--- src/rtl/rtc_pkg.sv ---
// Shared constants and types for the reference-counted tag cache.
package rtc_pkg;

    localparam int ENTRIES    = 16;
    localparam int COUNT_BITS = 16;
    localparam int IDX_W      = (ENTRIES > 1) ? $clog2(ENTRIES) : 1;

    localparam logic [COUNT_BITS-1:0] CNT_MAX = '1;

    // Operation codes carried on the kind field
    typedef enum logic [1:0] {
        K_GET   = 2'd0,
        K_ALLOC = 2'd1,
        K_PUT   = 2'd2,
        K_EVICT = 2'd3
    } t_kind;

    // Controller to datapath
    typedef struct packed {
        logic load;   // capture input beat, restart scan
        logic step;   // examine one slot
        logic apply;  // commit the operation and load the result register
    } t_cmd;

    // Datapath to controller
    typedef struct packed {
        logic scan_last;  // slot under examination is the last one
    } t_sts;

endpackage

--- src/rtl/refcounted_tag_cache.sv ---
// Top level of the reference-counted tag cache.
// A table of 16 slots, each a valid flag, a 32-bit key and a 16-bit saturating
// reference count. Get, alloc and evict walk the table one slot per clock
// between a capture step and a commit step; put addresses its slot directly
// and goes from capture straight to commit. One operation is in flight at a
// time; the result sits in an output register, so the next beat is taken
// while a finished result still waits. Failures (miss, table full, slot still
// referenced, slot index out of range) return status 1 with slot and count
// zero.
module refcounted_tag_cache import rtc_pkg::*; (
    input  logic        i_clk,
    input  logic        i_rst_n,
    input  logic        i_in_valid,
    output logic        o_in_stall,
    input  logic [1:0]  i_kind,
    input  logic [31:0] i_key,
    input  logic [3:0]  i_slot,
    output logic        o_out_valid,
    input  logic        i_out_stall,
    output logic        o_status,
    output logic [3:0]  o_slot_out,
    output logic [15:0] o_count_out
);

    t_cmd cmd;
    t_sts sts;

    rtc_ctrl u_ctrl (
        .i_clk       (i_clk),
        .i_rst_n     (i_rst_n),
        .i_in_valid  (i_in_valid),
        .o_in_stall  (o_in_stall),
        .i_kind      (i_kind),
        .o_out_valid (o_out_valid),
        .i_out_stall (i_out_stall),
        .i_sts       (sts),
        .o_cmd       (cmd)
    );

    rtc_dpath u_dpath (
        .i_clk       (i_clk),
        .i_rst_n     (i_rst_n),
        .i_cmd       (cmd),
        .i_kind      (i_kind),
        .i_key       (i_key),
        .i_slot      (i_slot),
        .o_sts       (sts),
        .o_status    (o_status),
        .o_slot_out  (o_slot_out),
        .o_count_out (o_count_out)
    );

    // A failed operation reports no slot and no count
    a_fail_zero: assert property (@(posedge i_clk) disable iff (!i_rst_n)
        (o_out_valid && o_status) |-> (o_slot_out == 4'd0 && o_count_out == 16'd0))
        else $error("failed result carries nonzero slot or count");

    // Only one operation in flight: an accepted beat blocks the next cycle
    a_one_inflight: assert property (@(posedge i_clk) disable iff (!i_rst_n)
        (i_in_valid && !o_in_stall) |=> o_in_stall)
        else $error("input taken while an operation is in flight");

    // A new result only comes out of a busy cycle
    a_result_from_work: assert property (@(posedge i_clk) disable iff (!i_rst_n)
        $rose(o_out_valid) |-> $past(o_in_stall))
        else $error("result produced without an operation in flight");

endmodule

--- src/rtl/rtc_ctrl.sv ---
// Controller state machine for the reference-counted tag cache.
module rtc_ctrl import rtc_pkg::*; (
    input  logic       i_clk,
    input  logic       i_rst_n,
    input  logic       i_in_valid,
    output logic       o_in_stall,
    input  logic [1:0] i_kind,
    output logic       o_out_valid,
    input  logic       i_out_stall,
    input  t_sts       i_sts,
    output t_cmd       o_cmd
);

    typedef enum logic [1:0] {
        S_IDLE,
        S_SCAN,
        S_APPLY
    } t_state;

    t_state r_state;
    t_state n_state;
    logic   r_out_valid;
    logic   n_out_valid;
    logic   in_take;
    logic   out_free;

    assign o_in_stall  = (r_state != S_IDLE);
    assign o_out_valid = r_out_valid;
    assign in_take     = i_in_valid && (r_state == S_IDLE);
    // result register can take a new beat this cycle
    assign out_free    = !r_out_valid || !i_out_stall;

    // Next state and commands
    always_comb begin
        n_state     = r_state;
        o_cmd       = '0;
        n_out_valid = r_out_valid && i_out_stall;
        unique case (r_state)
            S_IDLE: begin
                if (in_take) begin
                    o_cmd.load = 1'b1;
                    n_state    = (t_kind'(i_kind) == K_PUT) ? S_APPLY : S_SCAN;
                end
            end
            S_SCAN: begin
                o_cmd.step = 1'b1;
                if (i_sts.scan_last) begin
                    n_state = S_APPLY;
                end
            end
            S_APPLY: begin
                if (out_free) begin
                    o_cmd.apply = 1'b1;
                    n_out_valid = 1'b1;
                    n_state     = S_IDLE;
                end
            end
            default: begin
                n_state = S_IDLE;
            end
        endcase
    end

    // State and registered outputs
    always_ff @(posedge i_clk) begin
        if (!i_rst_n) begin
            r_state     <= S_IDLE;
            r_out_valid <= 1'b0;
        end else begin
            r_state     <= n_state;
            r_out_valid <= n_out_valid;
        end
    end

endmodule

--- src/rtl/rtc_dpath.sv ---
// Datapath for the reference-counted tag cache: slot table, scan and result register.
module rtc_dpath import rtc_pkg::*; (
    input  logic        i_clk,
    input  logic        i_rst_n,
    input  t_cmd        i_cmd,
    input  logic [1:0]  i_kind,
    input  logic [31:0] i_key,
    input  logic [3:0]  i_slot,
    output t_sts        o_sts,
    output logic        o_status,
    output logic [3:0]  o_slot_out,
    output logic [15:0] o_count_out
);

    // Slot table
    logic [ENTRIES-1:0]    r_valid;
    logic [31:0]           r_keys [ENTRIES];
    logic [COUNT_BITS-1:0] r_cnt  [ENTRIES];

    // Captured beat
    t_kind       r_kind;
    logic [31:0] r_key;
    logic [3:0]  r_slot;

    // Scan state: lowest match, lowest free slot, lowest zero-count slot
    logic [IDX_W-1:0] r_idx;
    logic             r_hit;
    logic [IDX_W-1:0] r_hit_idx;
    logic             r_free;
    logic [IDX_W-1:0] r_free_idx;
    logic             r_zero;
    logic [IDX_W-1:0] r_zero_idx;

    logic [IDX_W-1:0]      rd_idx;
    logic [COUNT_BITS-1:0] rd_cnt;
    logic                  slot_ok;
    logic                  cur_hit;

    logic                  wr_cnt_en;
    logic                  wr_key_en;
    logic                  set_valid;
    logic                  clr_valid;
    logic [IDX_W-1:0]      wr_idx;
    logic [COUNT_BITS-1:0] wr_cnt;
    logic                  res_ok;

    assign o_sts.scan_last = (r_idx == IDX_W'(ENTRIES - 1));

    // Single count read port: scan slot, put slot or matched slot
    always_comb begin
        if (i_cmd.step) begin
            rd_idx = r_idx;
        end else if (r_kind == K_PUT) begin
            rd_idx = IDX_W'(r_slot);
        end else begin
            rd_idx = r_hit_idx;
        end
    end

    assign rd_cnt  = r_cnt[rd_idx];
    assign slot_ok = (32'(r_slot) < 32'(ENTRIES));
    assign cur_hit = r_valid[r_idx] && (r_keys[r_idx] == r_key);

    // Operation commit
    always_comb begin
        wr_cnt_en = 1'b0;
        wr_key_en = 1'b0;
        set_valid = 1'b0;
        clr_valid = 1'b0;
        wr_idx    = r_hit_idx;
        wr_cnt    = rd_cnt;
        res_ok    = 1'b0;
        unique case (r_kind)
            K_GET, K_ALLOC: begin
                if (r_hit) begin
                    wr_cnt_en = 1'b1;
                    wr_cnt    = (rd_cnt == CNT_MAX) ? rd_cnt : rd_cnt + 1'b1;
                    res_ok    = 1'b1;
                end else if ((r_kind == K_ALLOC) && (r_free || r_zero)) begin
                    wr_idx    = r_free ? r_free_idx : r_zero_idx;
                    wr_cnt_en = 1'b1;
                    wr_key_en = 1'b1;
                    set_valid = 1'b1;
                    wr_cnt    = COUNT_BITS'(1);
                    res_ok    = 1'b1;
                end
            end
            K_PUT: begin
                wr_idx = IDX_W'(r_slot);
                if (slot_ok) begin
                    wr_cnt_en = 1'b1;
                    wr_cnt    = (rd_cnt == '0) ? rd_cnt : rd_cnt - 1'b1;
                    res_ok    = 1'b1;
                end
            end
            K_EVICT: begin
                if (r_hit && (rd_cnt == '0)) begin
                    clr_valid = 1'b1;
                    wr_cnt    = '0;
                    res_ok    = 1'b1;
                end
            end
            default: begin
                res_ok = 1'b0;
            end
        endcase
    end

    // Beat capture, scan bookkeeping, valid flags and counts
    always_ff @(posedge i_clk) begin
        if (!i_rst_n) begin
            r_valid    <= '0;
            r_idx      <= '0;
            r_hit      <= 1'b0;
            r_free     <= 1'b0;
            r_zero     <= 1'b0;
            r_hit_idx  <= '0;
            r_free_idx <= '0;
            r_zero_idx <= '0;
            for (int e = 0; e < ENTRIES; e++) begin
                r_cnt[e] <= '0;
            end
        end else begin
            if (i_cmd.load) begin
                r_idx  <= '0;
                r_hit  <= 1'b0;
                r_free <= 1'b0;
                r_zero <= 1'b0;
            end
            if (i_cmd.step) begin
                r_idx <= r_idx + 1'b1;
                if (!r_hit && cur_hit) begin
                    r_hit     <= 1'b1;
                    r_hit_idx <= r_idx;
                end
                if (!r_free && !r_valid[r_idx]) begin
                    r_free     <= 1'b1;
                    r_free_idx <= r_idx;
                end
                if (!r_zero && (rd_cnt == '0)) begin
                    r_zero     <= 1'b1;
                    r_zero_idx <= r_idx;
                end
            end
            if (i_cmd.apply) begin
                if (wr_cnt_en) begin
                    r_cnt[wr_idx] <= wr_cnt;
                end
                if (set_valid) begin
                    r_valid[wr_idx] <= 1'b1;
                end
                if (clr_valid) begin
                    r_valid[wr_idx] <= 1'b0;
                end
            end
        end
    end

    // Payload registers: captured beat, keys and result
    always_ff @(posedge i_clk) begin
        if (i_cmd.load) begin
            r_kind <= t_kind'(i_kind);
            r_key  <= i_key;
            r_slot <= i_slot;
        end
        if (i_cmd.apply) begin
            if (wr_key_en) begin
                r_keys[wr_idx] <= r_key;
            end
            o_status    <= !res_ok;
            o_slot_out  <= res_ok ? 4'(wr_idx) : 4'd0;
            o_count_out <= res_ok ? 16'(wr_cnt) : 16'd0;
        end
    end

endmodule

--- config.mk ---
export PLATFORM = sky130hd
export DESIGN_NAME = refcounted_tag_cache
export DESIGN_NICKNAME = d
export VERILOG_FILES = /design/src/rtl/rtc_pkg.sv /design/src/rtl/refcounted_tag_cache.sv /design/src/rtl/rtc_ctrl.sv /design/src/rtl/rtc_dpath.sv
export SDC_FILE = /design/constraint.sdc
export NUM_CORES = 1
export LEC_CHECK = 0
export BUFFER_PORTS_ARGS = -buffer_cell sky130_fd_sc_hd__buf_2
export CAP_MARGIN = 20
export CORE_MARGIN = 2
export CORE_UTILIZATION = 63
export DETAILED_ROUTE_END_ITERATION = 10
export GPL_ROUTABILITY_DRIVEN = 1
export PLACE_DENSITY = 0.85
export SYNTH_ARGS = -nofsm -noshare
export SYNTH_HDL_FRONTEND = slang
export SYNTH_SLANG_ARGS = --single-unit
--- constraint.sdc ---
create_clock -name i_clk -period 6.7 [get_ports i_clk]
set_input_delay 1.675 -clock i_clk [delete_from_list [all_inputs] [get_ports i_clk]]
set_output_delay 1.675 -clock i_clk [all_outputs]
set_load 0.02 [all_outputs]
### Word-level counts from Yosys, hierarchy flattened

Memories as Yosys holds them, arrays and structs flattened. A register that Yosys moved wholly into a read port is not among the register bits.
Cells that the tools add are included.

* flip-flop bits (word level): 97
* latch bits: 0
* RAM bits: 768
* ROM bits: 0
* bits of input ports: 42
* memories kept: 2

* $add $sub $neg: 3
* $mul: 0
* divide/modulo/power cells: 0
* magnitude comparators: 3
* equality and inequality tests: 12
* shift-type cells: 0
* muxes and demuxes: 64
* bitwise gates (word level): 3
* reductions and logical operators: 29

Memories
* u_dpath.r_keys: depth 16, bits a word 32, rd ports 1, clocked after memory_dff 1, write ports 1, RTL line rtc_dpath.sv:17 `logic [31:0] r_keys [ENTRIES];`
* u_dpath.r_cnt: depth 16, bits a word 16, rd ports 1, clocked after memory_dff 0, write ports 16, RTL line rtc_dpath.sv:18 `logic [COUNT_BITS-1:0] r_cnt [ENTRIES];`

Operators by type and width (count)
* two-way mux 16 bit: 10
* one-hot mux 16 bit (3 select lines): 1
* two-way mux 4 bit: 10
* two-way mux 1 bit: 33
* equality test 32 bit: 1
* adder 16 x 1 -> 16 bit (second input constant): 1
* bitwise AND 16 bit: 1
* equality test 16 bit (second input constant): 1
* zero test 16 bit: 1
* NOT 16 bit: 1
* bitwise OR 16 bit: 1
* OR reduction 16 bit: 1
* subtractor 16 x 1 -> 16 bit (second input constant): 1
* less-than comparator 4 x 5 -> 1 bit (second input constant): 2
* logical AND 1 bit: 9
* equality test 2 bit (second input constant): 4
* two-way mux 2 bit: 4
* one-hot mux 4 bit (2 select lines): 1
* zero test 1 bit: 7
* one-hot mux 2 bit (3 select lines): 1
* AND reduction 2 bit: 3
* adder 4 x 1 -> 4 bit (second input constant): 1
* binary-select mux 1 bit (select 4 bit): 1
* demux 1 bit (select 4 bit): 1
* other kinds (12): 17

### Logic depth before layout (Yosys ltp)

Gate-level depths: netlist of run 1.

* depth after elaboration: 15
* depth in mapped cells: 21
* gate-level depth less buffers: 15

### Modules after synthesis

Synthesis of run 1 repeated with hierarchy kept, for this count alone.

* cells, all modules: 2143
* area total of the unflattened synthesis: 36403.7 sq um

By module, submodules not included
* rtc_dpath: instances 1, cells each 2124, area an instance 36241.0 sq um, seq. area each 25614.6 sq um
* rtc_ctrl: instances 1, cells each 19, area an instance 162.7 sq um, seq. area each 60.1 sq um

### Worst setup path after synthesis of run 1

No wires, ideal clock.

* path kind: input -> register
* from: input i_out_stall
* to: register u_dpath.r_valid[10]
* setup time: 64 ps
* data arrival time: 5154 ps
* required time: 6636 ps
* path slack: 1482 ps
* stages: 5
* cells stage by stage: a21oi_1 -> nand2_1 -> or2_2 -> nor2_1 -> o221a_2

* cells in the longest elaborated chain, start to end: 4

Ends and longest elaborated chain
* from (decl): RTL line refcounted_tag_cache.sv:19 `input logic i_out_stall,`
* zero test 1 bit: RTL line rtc_ctrl.sv:31 `assign out_free = !r_out_valid || !i_out_stall;`
* logical OR 1 bit: RTL line rtc_ctrl.sv:31
* two-way mux 1 bit: RTL line rtc_ctrl.sv:52 `if (out_free) begin`
* two-way mux 1 bit: RTL line rtc_ctrl.sv:38 `unique case (r_state)`
* to (signal assigned): RTL line rtc_dpath.sv:112 `r_valid <= '0;`
* to (signal, indexed assignment): RTL line rtc_dpath.sv:150 `r_valid[wr_idx] <= 1'b1;`
* to (signal, indexed assignment): RTL line rtc_dpath.sv:153 `r_valid[wr_idx] <= 1'b0;`
* to (decl): RTL line rtc_dpath.sv:16 `logic [ENTRIES-1:0] r_valid;`

Every way passes these cells.
A chain may end at the register's enable or synchronous reset.

==> run metrics, run 1 <==
number of routed nets with antenna violations=0; number of warnings issued by yosys=0; sequential cell area fraction in the yosys report=69.3%; cell area after synthesis=0.0370 mm²; largest net degree at the start of global routing=82; synthesized-area fraction occupied by adder cells=0.135%; unrepaired setup endpoints after global routing=false; chain of cells forming the critical path=nor2b_4 > o31ai_1 > a32oi_2 > o22a_1 > o2111a_1 > ha_1 > inv_1 > or4b_1 > nor4_4 > a31oi_1 > buf_4 > and3_1 > o311a_1 > nor2_1; Data arrival, critical path=6450 ps; setup clock skew after layout=46.4 ps; required time reported for the critical path endpoint=7150 ps; Max Fanout on Critical Path=23; mean number of vias per cell=7.38; post-synthesis cell type count=100; cell area power density=293 mW/mm²; antenna violations before repair=1; post-CTS repair timing setup buffer count=0; static power due to leakage=13.2 nW; worst setup path category=reg2reg; number of iterations in the first detailed-routing pass=8; CP max stage cell=a32oi_2; Synth-to-Final Area Change=11.0%; Critical R2R Capture=u_dpath.r_cnt[2][5]$_SDFFCE_PN0P_; Die Height=246 µm; result of the run=complete, no violations; f_max=167 MHz; GRT Util Overall=36.1%; CTS Sinks=869; share of the synthesized netlist area taken by xor and xnor gates=0.781%; half-perimeter wire length after detailed placement=60.1 mm; deepest clock path buffer count=3; main area contributors after synthesis=edfxtp_1, mux4_2, a21oi_1; Total Die Area=0.0607 mm²; clk root buf=clkbuf_16; number of enable-type register cells in the synthesized netlist=827; final cycle utilization of the critical path=89.6%; post-synthesis sequential element count=869; main combinational cell family by area after synthesis=multiplexers; H-tree depth=3; CTS tree=done; synthesized netlist cell count=2282; top-level I/O count=65; mux cell area share after synthesis=12.1%; worst IR drop on VDD=331 µV; Worst path max stage delay=840 ps; GPL Wtd Cong=0.949; worst setup path endpoint=u_dpath.r_cnt[2][5]$_SDFFCE_PN0P_; die width=246 µm; count of input and output buffers=64; Critical Path Source=u_dpath.r_kind[0]$_DFFE_PP_; actual slew at the worst max-slew pin=1180 ps; area share of and/or/nand/nor cells after synthesis=6.85%; final routed DRC violation total=0; number of global-route vias before repair=23500; Routed Wire Length=107 mm; final-report hold violation count=0; Hold Path Class=reg2reg; fraction of layout cells with a size suffix above 1=22.6%; R2R depth=14; clock transition at the registers of the reported paths=60 ps; initial drt markers=3791; final-report setup violation count=0; most common cell after layout, fill and taps aside=edfxtp_1; cell type contributing the most total cell area after synthesis=edfxtp_1; Core ar.=0.0579 mm²; synthesized area per cell=16.2 µm²; standard-cell rows=88; fraction of the mapped netlist area in compound gates=8.51%; number of buffers inserted for hold repair after clock tree synthesis=0; Sum Neg Setup Slack=0 ps; worst reg-to-reg setup slack=700 ps; effective utilization at floorplan=63.9%; max-capacitance violation count=0; Worst R2R Start=u_dpath.r_kind[0]$_DFFE_PP_; portion of synthesized cell area occupied by the leading cell type=67.1%; post-CTS resize count=0; total vias in the final route=23600; routed length per placed instance=33.6 µm; nature of the critical path endpoint=flop; minimum period implied by the final worst setup slack=6000 ps; Final #Nets=2406; most frequent cells in the layout=edfxtp_1, a21oi_1, mux4_2; GR Overflow Total=0; crit start category=flop; number of buffers created by CTS=85; insertion delay to the later sink of the worst-skew pair=650 ps; most instantiated flip-flop cell in the synthesis netlist=edfxtp_1; Final Max Tran Viols=0; worst slew slack as a fraction of its limit=20.2%; wire length of the first global-routing pass=157 mm; share of synthesized flip-flops with an asynchronous set or reset=0%; Post-Synthesis Net Count=2328; Layout Utilization=70.9%
cell usage after synthesis, types with 6 or more instances:
master,instances
nand3_1,73
nand2b_1,9
nand4_1,23
o21a_1,8
nor2b_1,14
nor3_1,29
o22a_1,7
a21oi_1,181
and2_1,12
and3_1,25
mux2_1,6
mux2i_1,51
o2111a_1,9
mux2_2,14
buf_4,24
nor4_1,13
a211oi_1,7
o221a_2,19
dfxtp_1,42
xnor2_1,28
o21ai_0,82
mux4_2,165
inv_1,18
o211ai_1,8
edfxtp_1,827
nand2_1,90
clkbuf_1,76
buf_2,33
nor2_1,175
or2_2,6
a31oi_1,23
buf_1,19
a21boi_0,23
critical path, delay by kind of cell, from the launching register on:
family	cells	cell delay [ps]
AO/OA/AOI/OAI	6	2580
adder cells (fa/ha/maj)	1	160
flip-flops	1	610
AND/OR/NAND/NOR	5	2180
buffers and inverters	2	260
state kept, by name (all words and copies together), names as in the netlist, 4 cells and up, named ones only:
register	cells
u_dpath.r_slot	4
u_dpath.o_slot_out	4
u_dpath.r_key	32
u_dpath.r_cnt	256
u_dpath.r_keys	512
u_dpath.r_hit_idx	4
u_dpath.r_zero_idx	4
u_dpath.o_count_out	16
u_dpath.r_free_idx	4
u_dpath.r_idx	4
u_dpath.r_valid	16
metrics by stage:
stage                     instance area, µm²  instances  hold WS (ps)  setup WS [ps]  total power [mW]
final                                  41100       3193           527            697              12.0
after global routing                   41100       3192           537            471              12.3
after CTS                              41100       3192           517            851              12.0
after detailed placement               38400       3038           502            900              7.30
after global placement                 38400       3038           490            854              7.26
after floorplan                        37000       2282           462           1480              6.93
logic make-up after synthesis:
kind of cell / after synthesis
compound gates: 453
xor+xnor: 33
fa+ha+maj: 4
buf+inv: 176
flops: 869
mux: 239
simple gates: 508
how the worst min path moves through the flow:
stage,startpoint,to,slack [ps],cells past startpoint
final,u_dpath.r_free_idx[0]$_SDFFE_PN0P_,u_dpath.r_free_idx[0]$_SDFFE_PN0P_,530,2
after global routing,u_dpath.r_zero$_SDFF_PN0_,u_dpath.r_zero$_SDFF_PN0_,540,2
after CTS,u_dpath.r_zero$_SDFF_PN0_,u_dpath.r_zero$_SDFF_PN0_,520,2
after detailed placement,u_dpath.r_zero$_SDFF_PN0_,u_dpath.r_zero$_SDFF_PN0_,500,2
after global placement,u_dpath.r_zero$_SDFF_PN0_,u_dpath.r_zero$_SDFF_PN0_,490,2
after floorplan,u_dpath.r_zero$_SDFF_PN0_,u_dpath.r_zero$_SDFF_PN0_,460,2
area by class of cell:
class | instances | area (µm²)
fill | 3381 | 16800
clock inverter | 45 | 484
sequential | 869 | 25700
timing repair buffer | 148 | 976
tap | 765 | 957
inverter | 19 | 71.3
antenna | 1 | 2.50
clock buffer | 109 | 2240
multi-input combinational | 1237 | 10700
routing by layer:
metal	vias to the layer above	GRT usage (%)	wire (µm)
met5	-	0	0
met4	0	20.8	7170
met3	476	6.19	11700
met2	2137	59.7	53000
met1	11600	45.4	35400
li1	9298	-	-
power by group:
part           total (mW)  switching [mW]  internal [mW]
registers            6.14           0.107           6.04
logic                1.10           0.742          0.358
clock network        4.80            2.14           2.66
total                12.0            2.99           9.05
Note: power is estimated with default switching activity, not from simulation.
==> run 2, diff against run 1 <==
- SYNTH_HIERARCHICAL: not set -> 1
==> run 2 against run 1 <==
Against the previous run:
- total power about the same
- critical endpoint is now u_dpath/r_cnt[14][13]$_SDFFCE_PN0P_
- non-clock buffer count decreased by 9
- sequential power about the same
- hold slack got worse by 22 ps
- first-iteration DRC count decreased by 2.7%
==> run metrics, run 2 <==
uppermost metal layer occupied by signal nets=met5; required time reported for the critical path endpoint=7030 ps; Worst R2R Start=u_ctrl/r_state[0]$_SDFFE_PN0P_; minimum period implied by the final worst setup slack=6040 ps; kind of cell adding the most delay to the critical path=simple AND/OR/NAND/NOR gates; CTS Sinks=869; portion of synthesized cell area occupied by the leading cell type=68.2%; synthesized area per cell=17.0 µm²; most common cell after layout, fill and taps aside=edfxtp_1; final-report hold violation count=0; actual slew at the worst max-slew pin=1120 ps; Hold Path Class=reg2reg; number of enable-type register cells in the synthesized netlist=827; static power due to leakage=13.1 nW; metal1 wirelength=33.7 mm; number of routed nets with antenna violations=0; post-CTS resize count=0; most instantiated flip-flop cell in the synthesis netlist=edfxtp_1; Max Fanout on Critical Path=20; cell area power density=297 mW/mm²; routed length per placed instance=32.7 µm; top-level I/O count=65; sequential share of power=50.9%; clock transition at the registers of the reported paths=70 ps; worst slew slack as a fraction of its limit=25.4%; largest registers=u_dpath/r_keys: 512 flops, u_dpath/r_cnt: 256 flops, u_dpath/r_key: 32 flops; post-synthesis cell type count=88; final cycle utilization of the critical path=90.1%; max-capacitance violation count=0; register with the most flip-flops=u_dpath/r_keys; max FFs per register=512; number of global-route vias before repair=21700; R2R depth=16; relative contribution of combinational cells to total power=8.1%; total number of cells along the worst setup path=16; insertion delay to the later sink of the worst-skew pair=640 ps; most instantiated library cell after synthesis=edfxtp_1; chain of cells forming the critical path=nor2b_1 > buf_4 > nor2b_1 > a211o_1 > nand3_2 > a211oi_1 > or3_1 > or2_0 > ha_1 > inv_1 > nand4bb_1 > or4_1 > o211ai_1 > mux2i_1 > o211ai_2 > nor2b_1; worst IR drop on VDD=341 µV; worst setup path category=reg2reg; share of synthesized flip-flops with an asynchronous set or reset=0%; post-CTS repair timing setup buffer count=0; antenna violations before repair=2; fraction of layout cells with a size suffix above 1=22.9%; cell total after placement=2915; most frequent cells in the layout=edfxtp_1, nor2_1, mux4_2; Synth-to-Final Area Change=11.5%; met3 WL post-DR=10.2 mm; setup clock skew after layout=32.8 ps; Critical R2R Capture=u_dpath/r_cnt[14][13]$_SDFFCE_PN0P_; final-layout fill cell count=3186; Final #Nets=2280; CTS tree=done; effective utilization at floorplan=63.5%; GPL Wtd Cong=0.916; final routed DRC violation total=0; internal power=9.19 mW; main area contributors after synthesis=edfxtp_1, mux4_2, mux2i_1; f_max=166 MHz; final std cells w/o fill=3072; GR Overflow Total=0; Total Die Area=0.0597 mm²; number of buffers created by CTS=83; cell type contributing the most total cell area after synthesis=edfxtp_1; total vias in the final route=21600; Sum Neg Setup Slack=0 ps; post-synthesis sequential element count=869; dpl cell area=0.0377 mm²; GRT Util Overall=34.1%; wire length of the first global-routing pass=147 mm; crit start category=flop; least setup slack across all paths after layout=665 ps; Final Max Tran Viols=0; count of buffering cells on the critical path with inverters included=2; NetSw=2.85 mW; Data arrival, critical path=6360 ps; Met2 Wirelength=51.1 mm; count of input and output buffers=64; H-tree depth=3; part of the power in the clock network=41.0%; clk root buf=clkbuf_16; start point of the worst min-delay path=u_ctrl/r_state[1]$_SDFFE_PN0P_; CP max stage cell=a211o_1; synth cell count leaders=edfxtp_1, nor2_1, mux4_2; Worst path max stage delay=800 ps; unrepaired setup endpoints after global routing=false; result of the run=complete, no violations; standard-cell rows=88; worst reg-to-reg setup slack=660 ps; worst setup slack after placement=967 ps; cell repeated most along the worst path=nor2b_1; number of iterations in the first detailed-routing pass=6; half-perimeter wire length after detailed placement=54.5 mm; number of warnings issued by yosys=6; number of buffers inserted for hold repair after clock tree synthesis=0; Die Height=244 µm; initial drt markers=3689; nature of the critical path endpoint=flop; cell area after synthesis=0.0364 mm²; Post-Synthesis Net Count=2188; cell count of the worst hold path=1; deepest clock path buffer count=3; final-report setup violation count=0; total non-filler cell area in the finished layout=0.0406 mm²; Switching Share=23.6%; sequential cell area fraction in the yosys report=70.5%; Core ar.=0.0574 mm²; largest net degree at the start of global routing=58; synthesized netlist cell count=2143; mean number of vias per cell=7.05; die width=244 µm; Routed Wire Length=100 mm; end point of the most critical hold path=u_ctrl/r_state[0]$_SDFFE_PN0P_
[run 2: final cells by class]
cell class,count,area [µm²],share of cell area [%]
Clock inverter,56,686,1.69
Sequential cell,869,25700,63.3
Timing Repair Buffer,139,921,2.27
Inverter,26,97.6,0.240
Clock buffer,98,2160,5.33
Tap cell,765,957,2.36
Antenna cell,3,7.51,0.0185
Multi-Input combinational cell,1116,10100,24.8
[run 2: cell families (layout without fill, tap and decap cells)]
kind of cell	after synthesis	after routing	share of synthesized area, %
simple gates	564	564	7.89
buf+inv	158	319	2.13
other cells	0	3	0
flops	869	869	70.5
compound gates	204	204	4.30
xor+xnor	38	38	0.914
mux	307	307	14.1
fa+ha+maj	3	3	0.103
[run 2: per-stage QoR]
| stage | hold WS, ps | total power [mW] | utilization [%] |
|---|---|---|---|
| after detailed placement | 479 | 7.18 | 65.8 |
| after CTS | 491 | 12.0 | 70.7 |
| after floorplan | 436 | 6.89 | - |
| after global routing | 513 | 12.3 | 70.7 |
| after global placement | 457 | 7.15 | 65.8 |
| final | 505 | 12.0 | 70.8 |
[run 2: metal layers]
| metal | vias up | track usage (%) |
|---|---|---|
| met2 | 1788 | 58.0 |
| li1 | 8598 | - |
| met1 | 10900 | 42.9 |
| met3 | 356 | 5.84 |
| met5 | - | 0 |
| met4 | 2 | 16.7 |
[run 2: power by group through the flow]
stage	Combinational [mW]	Clock [mW]	Sequential [mW]
2_1_floorplan	0.695	0	6.20
3_3_place_gp	0.927	0	6.22
3_5_place_dp	0.945	0	6.24
4_1_cts	0.964	4.96	6.12
5_1_grt	1.02	5.16	6.14
6_report	0.978	4.93	6.13
[run 2: worst max path at each step]
stage	startpoint	end	slack, ps
detailed placement	u_ctrl/r_state[0]$_SDFFE_PN0P_	u_dpath/r_cnt[13][13]$_SDFFCE_PN0P_	970
finish	u_ctrl/r_state[0]$_SDFFE_PN0P_	u_dpath/r_cnt[14][13]$_SDFFCE_PN0P_	660
floorplan	i_out_stall	u_dpath/r_valid[7]$_SDFFE_PN0P_	240
global route	u_ctrl/r_state[0]$_SDFFE_PN0P_	u_dpath/r_cnt[14][13]$_SDFFCE_PN0P_	320
CTS	u_ctrl/r_state[0]$_SDFFE_PN0P_	u_dpath/r_cnt[13][13]$_SDFFCE_PN0P_	840
global placement	u_ctrl/r_state[0]$_SDFFE_PN0P_	u_dpath/r_cnt[14][9]$_SDFFCE_PN0P_	1180
[run 2: worst register-to-register path, delay by kind of cell, from the launching register on]
family | cells | cell delay [ps]
AO/OA/AOI/OAI | 4 | 1720
AND/OR/NAND/NOR | 8 | 2800
buffers and inverters | 2 | 290
adder cells (fa/ha/maj) | 1 | 270
multiplexers | 1 | 300
flip-flops | 1 | 340
